**config.mk**
```make
export PLATFORM = sky130hd
export DESIGN_NAME = rgb_to_hsv_convert_unit
export DESIGN_NICKNAME = d
export VERILOG_FILES = /design/src/hw/rtl/rgbhsv_pkg.sv /design/src/hw/rtl/rgbhsv_front.sv /design/src/hw/rtl/rgbhsv_cell.sv /design/src/hw/rtl/rgbhsv_outq.sv /design/src/hw/rtl/rgb_to_hsv_convert_unit.sv
export SDC_FILE = /design/constraint.sdc
export NUM_CORES = 2
export LEC_CHECK = 0
export BUFFER_PORTS_ARGS = -buffer_cell sky130_fd_sc_hd__buf_2
export CORE_MARGIN = 2
export CORE_UTILIZATION = 60
export CTS_CLUSTER_DIAMETER = 40
export DETAILED_ROUTE_END_ITERATION = 8
export GPL_TIMING_DRIVEN = 1
export MAX_ROUTING_LAYER = met4
export PLACE_DENSITY = 0.83
export SKIP_CTS_REPAIR_TIMING = 1
export SLEW_MARGIN = 20
export SYNTH_ARGS = -nofsm -noshare
export SYNTH_HDL_FRONTEND = slang
export SYNTH_HIERARCHICAL = 1
export SYNTH_SLANG_ARGS = --single-unit
```
**constraint.sdc**
```tcl
create_clock -name clock -period 20.1 [get_ports clock]
set_clock_uncertainty 0.15 [all_clocks]
set_input_delay 3.015 -clock clock [delete_from_list [all_inputs] [get_ports clock]]
set_output_delay 3.015 -clock clock [all_outputs]
set_load 0.1 [all_outputs]
```
**src/hw/rtl/rgbhsv_pkg.sv**
```systemverilog
// Package with widths and types for the RGB to HSV converter.
package rgbhsv_pkg;

   // Field widths.
   localparam int COMP_BITS = 8;
   localparam int HUE_BITS  = 16;

   // Number of division cells: one quotient bit per cell for both dividers.
   localparam int STEPS = (HUE_BITS > COMP_BITS) ? HUE_BITS : COMP_BITS;

   // Hue divisor is six times delta, so it needs three extra bits.
   localparam int HDIV_BITS = COMP_BITS + 3;

   // Widths of the full dividends before they are split into remainder and quotient.
   localparam int HNUM_BITS = HDIV_BITS + STEPS;
   localparam int SNUM_BITS = COMP_BITS + STEPS;

   typedef struct packed {
      logic [COMP_BITS-1:0] red;
      logic [COMP_BITS-1:0] green;
      logic [COMP_BITS-1:0] blue;
   } req_type;

   typedef struct packed {
      logic [HUE_BITS-1:0]  hue;
      logic [COMP_BITS-1:0] saturation;
      logic [COMP_BITS-1:0] brightness;
   } rsp_type;

   // Everything one cell hands to its neighbor.
   typedef struct packed {
      logic                 valid;
      logic                 gray;
      logic                 black;
      logic [COMP_BITS-1:0] brightness;
      logic [HDIV_BITS-1:0] h_rem;
      logic [HDIV_BITS-1:0] h_den;
      logic [STEPS-1:0]     h_nq;
      logic [COMP_BITS-1:0] s_rem;
      logic [COMP_BITS-1:0] s_den;
      logic [STEPS-1:0]     s_nq;
   } cell_type;

endpackage

```
**src/hw/rtl/rgbhsv_front.sv**
```systemverilog
// Front stage: max, min, sector numerator and divider setup for one pixel.
module rgbhsv_front (
   input  logic                 clock,
   input  logic                 reset,
   input  logic                 en,
   input  logic                 in_valid,
   input  rgbhsv_pkg::req_type  in_data,
   output rgbhsv_pkg::cell_type out_cell
);

   logic [rgbhsv_pkg::COMP_BITS-1:0] mx;
   logic [rgbhsv_pkg::COMP_BITS-1:0] mn;
   logic [rgbhsv_pkg::COMP_BITS-1:0] delta;
   logic [rgbhsv_pkg::HDIV_BITS-1:0] den6;
   logic signed [rgbhsv_pkg::HDIV_BITS:0] sd;
   logic signed [rgbhsv_pkg::HDIV_BITS:0] sr;
   logic signed [rgbhsv_pkg::HDIV_BITS:0] sg;
   logic signed [rgbhsv_pkg::HDIV_BITS:0] sb;
   logic signed [rgbhsv_pkg::HDIV_BITS:0] num;
   logic signed [rgbhsv_pkg::HDIV_BITS:0] num_fix;
   logic [rgbhsv_pkg::HDIV_BITS-1:0] unum;
   logic [rgbhsv_pkg::HNUM_BITS-1:0] hnum;
   logic [rgbhsv_pkg::SNUM_BITS-1:0] snum;
   rgbhsv_pkg::cell_type              cell_in;
   rgbhsv_pkg::cell_type              cell_ff;

   // Largest and smallest component.
   always_comb begin
      mx = in_data.red;
      mn = in_data.red;
      if (in_data.green > mx) mx = in_data.green;
      if (in_data.blue > mx) mx = in_data.blue;
      if (in_data.green < mn) mn = in_data.green;
      if (in_data.blue < mn) mn = in_data.blue;
   end

   assign delta = mx - mn;
   assign den6  = (rgbhsv_pkg::HDIV_BITS'(delta) << 2) + (rgbhsv_pkg::HDIV_BITS'(delta) << 1);

   // Sector numerator scaled by delta, wrapped into one full turn.
   assign sd = signed'({4'b0000, delta});
   assign sr = signed'({4'b0000, in_data.red});
   assign sg = signed'({4'b0000, in_data.green});
   assign sb = signed'({4'b0000, in_data.blue});

   always_comb begin
      if (in_data.red == mx) begin
         num = sg - sb;
      end else if (in_data.green == mx) begin
         num = (sd <<< 1) + sb - sr;
      end else begin
         num = (sd <<< 2) + sr - sg;
      end
      if (num < 0) begin
         num_fix = num + signed'({1'b0, den6});
      end else begin
         num_fix = num;
      end
   end

   assign unum = num_fix[rgbhsv_pkg::HDIV_BITS-1:0];

   // Dividends: numerator times 2^HUE_BITS for hue, FULL times delta for saturation.
   assign hnum = rgbhsv_pkg::HNUM_BITS'(unum) << rgbhsv_pkg::HUE_BITS;
   assign snum = (rgbhsv_pkg::SNUM_BITS'(delta) << rgbhsv_pkg::COMP_BITS)
               - rgbhsv_pkg::SNUM_BITS'(delta);

   // Split each dividend into the starting remainder and the bits still to shift in.
   always_comb begin
      cell_in.valid      = in_valid;
      cell_in.gray       = (delta == '0);
      cell_in.black      = (mx == '0);
      cell_in.brightness = mx;
      cell_in.h_rem      = hnum[rgbhsv_pkg::HNUM_BITS-1:rgbhsv_pkg::STEPS];
      cell_in.h_den      = den6;
      cell_in.h_nq       = hnum[rgbhsv_pkg::STEPS-1:0];
      cell_in.s_rem      = snum[rgbhsv_pkg::SNUM_BITS-1:rgbhsv_pkg::STEPS];
      cell_in.s_den      = mx;
      cell_in.s_nq       = snum[rgbhsv_pkg::STEPS-1:0];
   end

   // Stage register; only the valid bit needs reset.
   always_ff @(posedge clock) begin
      if (reset) begin
         cell_ff.valid <= 1'b0;
      end else if (en) begin
         cell_ff <= cell_in;
      end
   end

   assign out_cell = cell_ff;

endmodule

```
**src/hw/rtl/rgbhsv_cell.sv**
```systemverilog
// One division cell: a restoring step for hue and for saturation, then a register.
module rgbhsv_cell (
   input  logic                 clock,
   input  logic                 reset,
   input  logic                 en,
   input  rgbhsv_pkg::cell_type in_cell,
   output rgbhsv_pkg::cell_type out_cell
);

   logic [rgbhsv_pkg::HDIV_BITS:0] h_sh;
   logic [rgbhsv_pkg::HDIV_BITS:0] h_diff;
   logic                           h_take;
   logic [rgbhsv_pkg::COMP_BITS:0] s_sh;
   logic [rgbhsv_pkg::COMP_BITS:0] s_diff;
   logic                           s_take;
   rgbhsv_pkg::cell_type           cell_in;
   rgbhsv_pkg::cell_type           cell_ff;

   // Shift the next dividend bit into each remainder and try the subtraction.
   assign h_sh   = {in_cell.h_rem, in_cell.h_nq[rgbhsv_pkg::STEPS-1]};
   assign h_diff = h_sh - {1'b0, in_cell.h_den};
   assign h_take = (h_sh >= {1'b0, in_cell.h_den});

   assign s_sh   = {in_cell.s_rem, in_cell.s_nq[rgbhsv_pkg::STEPS-1]};
   assign s_diff = s_sh - {1'b0, in_cell.s_den};
   assign s_take = (s_sh >= {1'b0, in_cell.s_den});

   // The remainder always drops below the divisor, so the top bit is discarded.
   always_comb begin
      cell_in       = in_cell;
      cell_in.h_rem = h_take ? h_diff[rgbhsv_pkg::HDIV_BITS-1:0]
                             : h_sh[rgbhsv_pkg::HDIV_BITS-1:0];
      cell_in.h_nq  = {in_cell.h_nq[rgbhsv_pkg::STEPS-2:0], h_take};
      cell_in.s_rem = s_take ? s_diff[rgbhsv_pkg::COMP_BITS-1:0]
                             : s_sh[rgbhsv_pkg::COMP_BITS-1:0];
      cell_in.s_nq  = {in_cell.s_nq[rgbhsv_pkg::STEPS-2:0], s_take};
   end

   // Cell register; only the valid bit needs reset.
   always_ff @(posedge clock) begin
      if (reset) begin
         cell_ff.valid <= 1'b0;
      end else if (en) begin
         cell_ff <= cell_in;
      end
   end

   assign out_cell = cell_ff;

endmodule

```
**src/hw/rtl/rgbhsv_outq.sv**
```systemverilog
// Two-entry output queue that decouples the cell chain from the result channel.
module rgbhsv_outq (
   input  logic                clock,
   input  logic                reset,
   input  logic                push,
   input  rgbhsv_pkg::rsp_type push_data,
   output logic                full,
   output logic                rsp_valid,
   input  logic                rsp_stall,
   output rgbhsv_pkg::rsp_type rsp_data
);

   rgbhsv_pkg::rsp_type entry_ff [2];
   logic                wr_ptr_ff;
   logic                wr_ptr_in;
   logic                rd_ptr_ff;
   logic                rd_ptr_in;
   logic [1:0]          cnt_ff;
   logic [1:0]          cnt_in;
   logic                pop;

   assign rsp_valid = (cnt_ff != 2'd0);
   assign rsp_data  = entry_ff[rd_ptr_ff];
   assign full      = (cnt_ff == 2'd2);
   assign pop       = rsp_valid && !rsp_stall;

   // Pointer and fill count update.
   always_comb begin
      wr_ptr_in = push ? !wr_ptr_ff : wr_ptr_ff;
      rd_ptr_in = pop ? !rd_ptr_ff : rd_ptr_ff;
      cnt_in    = cnt_ff + {1'b0, push} - {1'b0, pop};
   end

   always_ff @(posedge clock) begin
      if (reset) begin
         wr_ptr_ff <= 1'b0;
         rd_ptr_ff <= 1'b0;
         cnt_ff    <= 2'd0;
      end else begin
         wr_ptr_ff <= wr_ptr_in;
         rd_ptr_ff <= rd_ptr_in;
         cnt_ff    <= cnt_in;
      end
   end

   // Storage for the waiting results.
   always_ff @(posedge clock) begin
      if (push) begin
         entry_ff[wr_ptr_ff] <= push_data;
      end
   end

endmodule

```
**src/hw/rtl/rgb_to_hsv_convert_unit.sv**
```systemverilog
// Throughput: one pixel per cycle; a front stage and a chain of STEPS division cells,
// each producing one quotient bit of hue and saturation, all advance together.
// The chain pauses only while the two-entry output queue is full and a result is ready.
// Reset clears the valid bits of every stage and empties the output queue.
module rgb_to_hsv_convert_unit (
   input  logic                clock,
   input  logic                reset,
   input  logic                req_valid,
   output logic                req_stall,
   input  rgbhsv_pkg::req_type req_data,
   output logic                rsp_valid,
   input  logic                rsp_stall,
   output rgbhsv_pkg::rsp_type rsp_data
);

   rgbhsv_pkg::cell_type chain [rgbhsv_pkg::STEPS+1];
   rgbhsv_pkg::rsp_type  result;
   logic                 en;
   logic                 q_full;
   logic                 push;

   // The whole chain moves unless the last cell holds a result the queue cannot take.
   assign en        = !(q_full && chain[rgbhsv_pkg::STEPS].valid);
   assign req_stall = !en;
   assign push      = en && chain[rgbhsv_pkg::STEPS].valid;

   rgbhsv_front u_front (
      .clock    (clock),
      .reset    (reset),
      .en       (en),
      .in_valid (req_valid),
      .in_data  (req_data),
      .out_cell (chain[0])
   );

   // Division cells, one quotient bit each.
   for (genvar i = 0; i < rgbhsv_pkg::STEPS; i++) begin : g_cell
      rgbhsv_cell u_cell (
         .clock    (clock),
         .reset    (reset),
         .en       (en),
         .in_cell  (chain[i]),
         .out_cell (chain[i+1])
      );
   end

   // Gray pixels have no hue and black pixels have no saturation.
   always_comb begin
      result.hue        = chain[rgbhsv_pkg::STEPS].gray ? '0
                        : chain[rgbhsv_pkg::STEPS].h_nq[rgbhsv_pkg::HUE_BITS-1:0];
      result.saturation = chain[rgbhsv_pkg::STEPS].black ? '0
                        : chain[rgbhsv_pkg::STEPS].s_nq[rgbhsv_pkg::COMP_BITS-1:0];
      result.brightness = chain[rgbhsv_pkg::STEPS].brightness;
   end

   rgbhsv_outq u_outq (
      .clock     (clock),
      .reset     (reset),
      .push      (push),
      .push_data (result),
      .full      (q_full),
      .rsp_valid (rsp_valid),
      .rsp_stall (rsp_stall),
      .rsp_data  (rsp_data)
   );

endmodule

```
; Word level (Yosys, flattened, before mapping)
; Memories as Yosys holds them, arrays and structs flattened. A register that Yosys moved wholly into a read port is not among the register bits.
; Index checks and enable logic that the tools add are counted.
[word_totals]
register_bits = 1064
ramBits = 64
inputBits = 28
out_inout_bits = 34
wordCells = 305
n_memories = 1
[op_classes]
add_sub_neg = 41
order_cmp = 37
n_eq_ne = 3
mux = 43
bitwise_logic = 2
n_reduce_logical = 11
[memory_table]
columns = name, depth, word_bits, rd, rd_clocked_by_memory_dff, wr, line
row1 = u_outq.entry_ff, 2, 32, 1, 1, 1, rgbhsv_outq.sv:13  ; rgbhsv_pkg::rsp_type entry_ff [2];
[ops]
columns = cell, count
row1 = greater-or-equal comparator 12 x 11 -> 1 bit, 16
row2 = two-way mux 11 bit, 16
row3 = subtractor 11 bit, 15
row4 = two-way mux 8 bit, 20
row5 = greater-or-equal comparator 9 x 8 -> 1 bit, 16
row6 = subtractor 8 bit, 16
row7 = two-way mux 12 bit, 2
row8 = subtractor 12 x 9 -> 12 bit, 2
row9 = subtractor 16 x 8 -> 17 bit, 1
row10 = equality test 8 bit, 2
row11 = greater-than comparator 8 bit, 2
row12 = zero test 8 bit, 2
row13 = less-than comparator 8 bit, 2
row14 = two-way mux 16 bit, 1
row15 = less-than comparator 12 x 1 -> 1 bit (second input constant), 1
row16 = adder 10 x 8 -> 11 bit, 1
row17 = adder 10 x 9 -> 11 bit, 1
row18 = adder 11 bit, 1
row19 = adder 9 x 8 -> 10 bit, 1
row20 = subtractor 8 x 8 -> 9 bit, 1
row21 = zero test 1 bit, 4
row22 = two-way mux 1 bit, 4
row23 = logical AND 1 bit, 3
row24 = adder 2 x 1 -> 2 bit, 1
row25 = 5 further kinds, 6

; Longest topological paths before layout
[depth]
word_depth = 11
depth_mapped = 45
ltp_nobuf = 42

; Hierarchy
; Netlist, hierarchy kept.
[by_module_without_submodules]
columns = module, n_inst, cells_each, area_per_inst_um2, seq_area_each_um2
row1 = rgbhsv_cell, 16, 228, 3540.9, 2422.3
row2 = rgbhsv_front, 1, 773, 6657.6, 1401.3
row3 = rgbhsv_outq, 1, 123, 2678.8, 2021.9
row4 = rgb_to_hsv_convert_unit, 1, 28, 215.2, 0.0

; Worst setup path before layout
; No wires, ideal clock.
[synth_path]
kind = input-to-reg
startpoint = input port req_data[13] (netlist name)
endpoint = register u_front.cell_ff (netlist bit u_front/out_cell[69]), data pin
setup_time_ns = 0.263
arrival_time_ns = 11.235
required_time_ns = 19.687
slack_ns = 8.452
stages = 41
n_path_buf = 2
cell_sequence = inv_1 > ha_1 > a211o_1 > a21oi_4 > nand3_1 > nand2_1 > clkbuf_1 > nor2_1 > a21oi_1 > ha_1 > nand2_1 > nor2_1 > and4_1 > or2_1 > a22oi_1 > clkbuf_1 > mux2i_1 > ha_1 > (+5 left out) > xor2_1 > inv_1 > fa_1 > inv_1 > ha_1 > inv_1 > o21bai_1 > a21oi_1 > xor2_1 > a211oi_1 > nor2_1 > ha_1 > a21oi_1 > nand2_1 > o21ai_0 > nand2_1 > o211ai_1 > o22ai_2
[synth_rtl]
columns = item, line
row1 = "start, declared", rgb_to_hsv_convert_unit.sv:10  ; input rgbhsv_pkg::req_type req_data,
row2 = "end signal, assigned", rgbhsv_front.sv:87  ; cell_ff <= cell_in;
row3 = "end, declared", rgbhsv_front.sv:25  ; rgbhsv_pkg::cell_type cell_ff;

==> impl_metrics.env <==
export IMPL_status="completed"
export IMPL_io_buffers=61
export IMPL_cts_tree="built"
export IMPL_cap_violations=0
export IMPL_setup_ws_ps=7669
export IMPL_dieArea_mm2=0.1050
export IMPL_num_nets_final=5024
export IMPL_whs_ps=248.3
export IMPL_area_growth_pct=11.51
export IMPL_cp_required_ps=20440
export IMPL_pre_cts_ws_ps=7087
export IMPL_dpl_instance_area_mm2=0.06355
export IMPL_netlist_instances=4355
export IMPL_grt_pass1_wl_um=187100
export IMPL_tns_ps=0
export IMPL_vias=34798
export IMPL_drtIter0Drc=2334
export IMPL_finalHoldViolCount=0
export IMPL_syn_area_per_cell_um2=14.11
export IMPL_path_clk_slew_ps=60
export IMPL_ant_nets=0
export IMPL_final_cell_mix="edfxtp_1 (1252), inv_1 (467), ha_1 (390)"
export IMPL_cp_slowest_cell="nor2b_1"
export IMPL_crit_path_start_kind="primary input"
export IMPL_syn_area_mm2=0.06147
export IMPL_cp_common_cell="a21oi_1"
export IMPL_finalPower_w=0.01153
export IMPL_period_minus_slack_ps=12430
export IMPL_p_leak_nw=27.06
export IMPL_grt_overflow_total=0
export IMPL_arrival_ps=12770
export IMPL_power_density_mw_per_mm2=168.2
export IMPL_rows=117
export IMPL_grt_max_degree=74
export IMPL_critPathCaptureType="flop"
export IMPL_maxSlewViolCount=0
export IMPL_wl_per_cell_um=19.31
export IMPL_worstMarginPinSlew_ps=1161
export IMPL_firstDrtPassIters=5
export IMPL_critPathKind="primary input to flop"
export IMPL_critical_path_top_delay_family="compound AO/OA/AOI/OAI gates"
export IMPL_slew_headroom_pct=22.46
export IMPL_gr_usage_all_layers_pct=23.22
export IMPL_finalSetupViolations=0
export IMPL_slowest_delay_ps=900
export IMPL_drc_errors=0
export IMPL_io_pins=62
export IMPL_cts_htree_levels=4
export IMPL_fmax_mhz=80.44
export IMPL_die_w_um=324.1
export IMPL_cp_max_fo=20
export IMPL_initial_core_util_pct=60.42
export IMPL_critPathBufInv=6
export IMPL_dpl_hpwl_um=76410
export IMPL_vias_per_cell=5.755
export IMPL_cts_max_path_buffers=3
export IMPL_antenna_found_initial=1
export IMPL_hold_class="flop to flop"
export IMPL_drive_above_1_share_pct=15.63
export IMPL_final_common_cell="edfxtp_1"
export IMPL_die_h_um=324.1
export IMPL_core_region_area_mm2=0.1017
export IMPL_max_vdd_ir_drop_mv=0.2192
export IMPL_yosys_warnings=6
export IMPL_gp_congestion=0.9237
export IMPL_wirelength_um=116800
export IMPL_cts_root_buf="clkbuf_16"
export IMPL_min_period_over_period_pct=61.85
export IMPL_rsz0062_at_grt="no"
export IMPL_clock_latency_ps=740
export IMPL_design_area_mm2=0.06854
export IMPL_grt_pass1_vias=36432
export IMPL_clock_sinks=1274
export IMPL_numCtsBuffers=148
-- through the flow --
stage	utilization (%)	instances
finish	67.37	6047
global placement	62.44	5771
floorplan	-	4372
detailed placement	62.46	5773
global route	67.37	6047
CTS	67.34	6045
-- metal layers --
| layer | share of wire, % | vias to the layer above | GRT usage, % |
|---|---|---|---|
| li1 | - | 16545 | - |
| met1 | 38 | 17006 | 24.71 |
| met2 | 55 | 964 | 43.08 |
| met3 | 4.0 | 283 | 3.596 |
| met4 | 3.4 | 0 | 8.951 |
| met5 | 0 | - | - |
-- worst register-to-register path, cell delays in order, from the launching register on --
cell and delay, ps:
edfxtp_1 400, ha_1 240, fa_1 440, nand2b_1 190, a21oi_1 410, a41o_1 180, a21oi_1 70, o211ai_1 640
buf_6 230, mux2_2 360
-- final cells by class --
| cell class | count | area (µm²) |
|---|---|---|
| antenna | 1 | 2.502 |
| clock buffer | 167 | 3817 |
| clock inverter | 105 | 1147 |
| fill | 6495 | 33200 |
| inverter | 471 | 1768 |
| multi-input combinational | 2557 | 21410 |
| sequential | 1274 | 38040 |
| tap | 1368 | 1712 |
| timing repair buffer | 104 | 651.9 |
-- power by group --
part | leakage [nW] | switching (W) | internal (W)
logic | 12.3 | 0.00269 | 0.00222
clock network | 2.38 | 0.00110 | 0.00156
registers | 12.4 | 0.000246 | 0.00371
total | 27.1 | 0.00404 | 0.00749
-- path summary, 6_finish.rpt --
| check | from | endpoint | slack [ps] | cells after the start |
|---|---|---|---|---|
| hold reg to reg | g_cell[2].u_cell/out_cell[46] | g_cell[3].u_cell/out_cell[47] | 250 | 0 |
| hold / removal | g_cell[2].u_cell/out_cell[46] | g_cell[3].u_cell/out_cell[47] | 250 | 0 |
| setup / recovery | req_data[11] | u_front/out_cell[69] | 7670 | 41 |
| setup reg to reg | g_cell[11].u_cell/out_cell[48] | g_cell[12].u_cell/out_cell[67] | 16550 | 9 |
-- sequential cells by signal (all words and copies together) (netlist names), named ones only --
| name | flops |
|---|---|
| u_outq/entry_ff | 64 |
| u_front/out_cell | 47 |
| u_outq/cnt_ff | 2 |
| g_cell.u_cell/out_cell | 1158 |
| u_outq/rd_ptr_ff | 1 |
| u_outq/wr_ptr_ff | 1 |
Power figures use the tool's default switching activity.
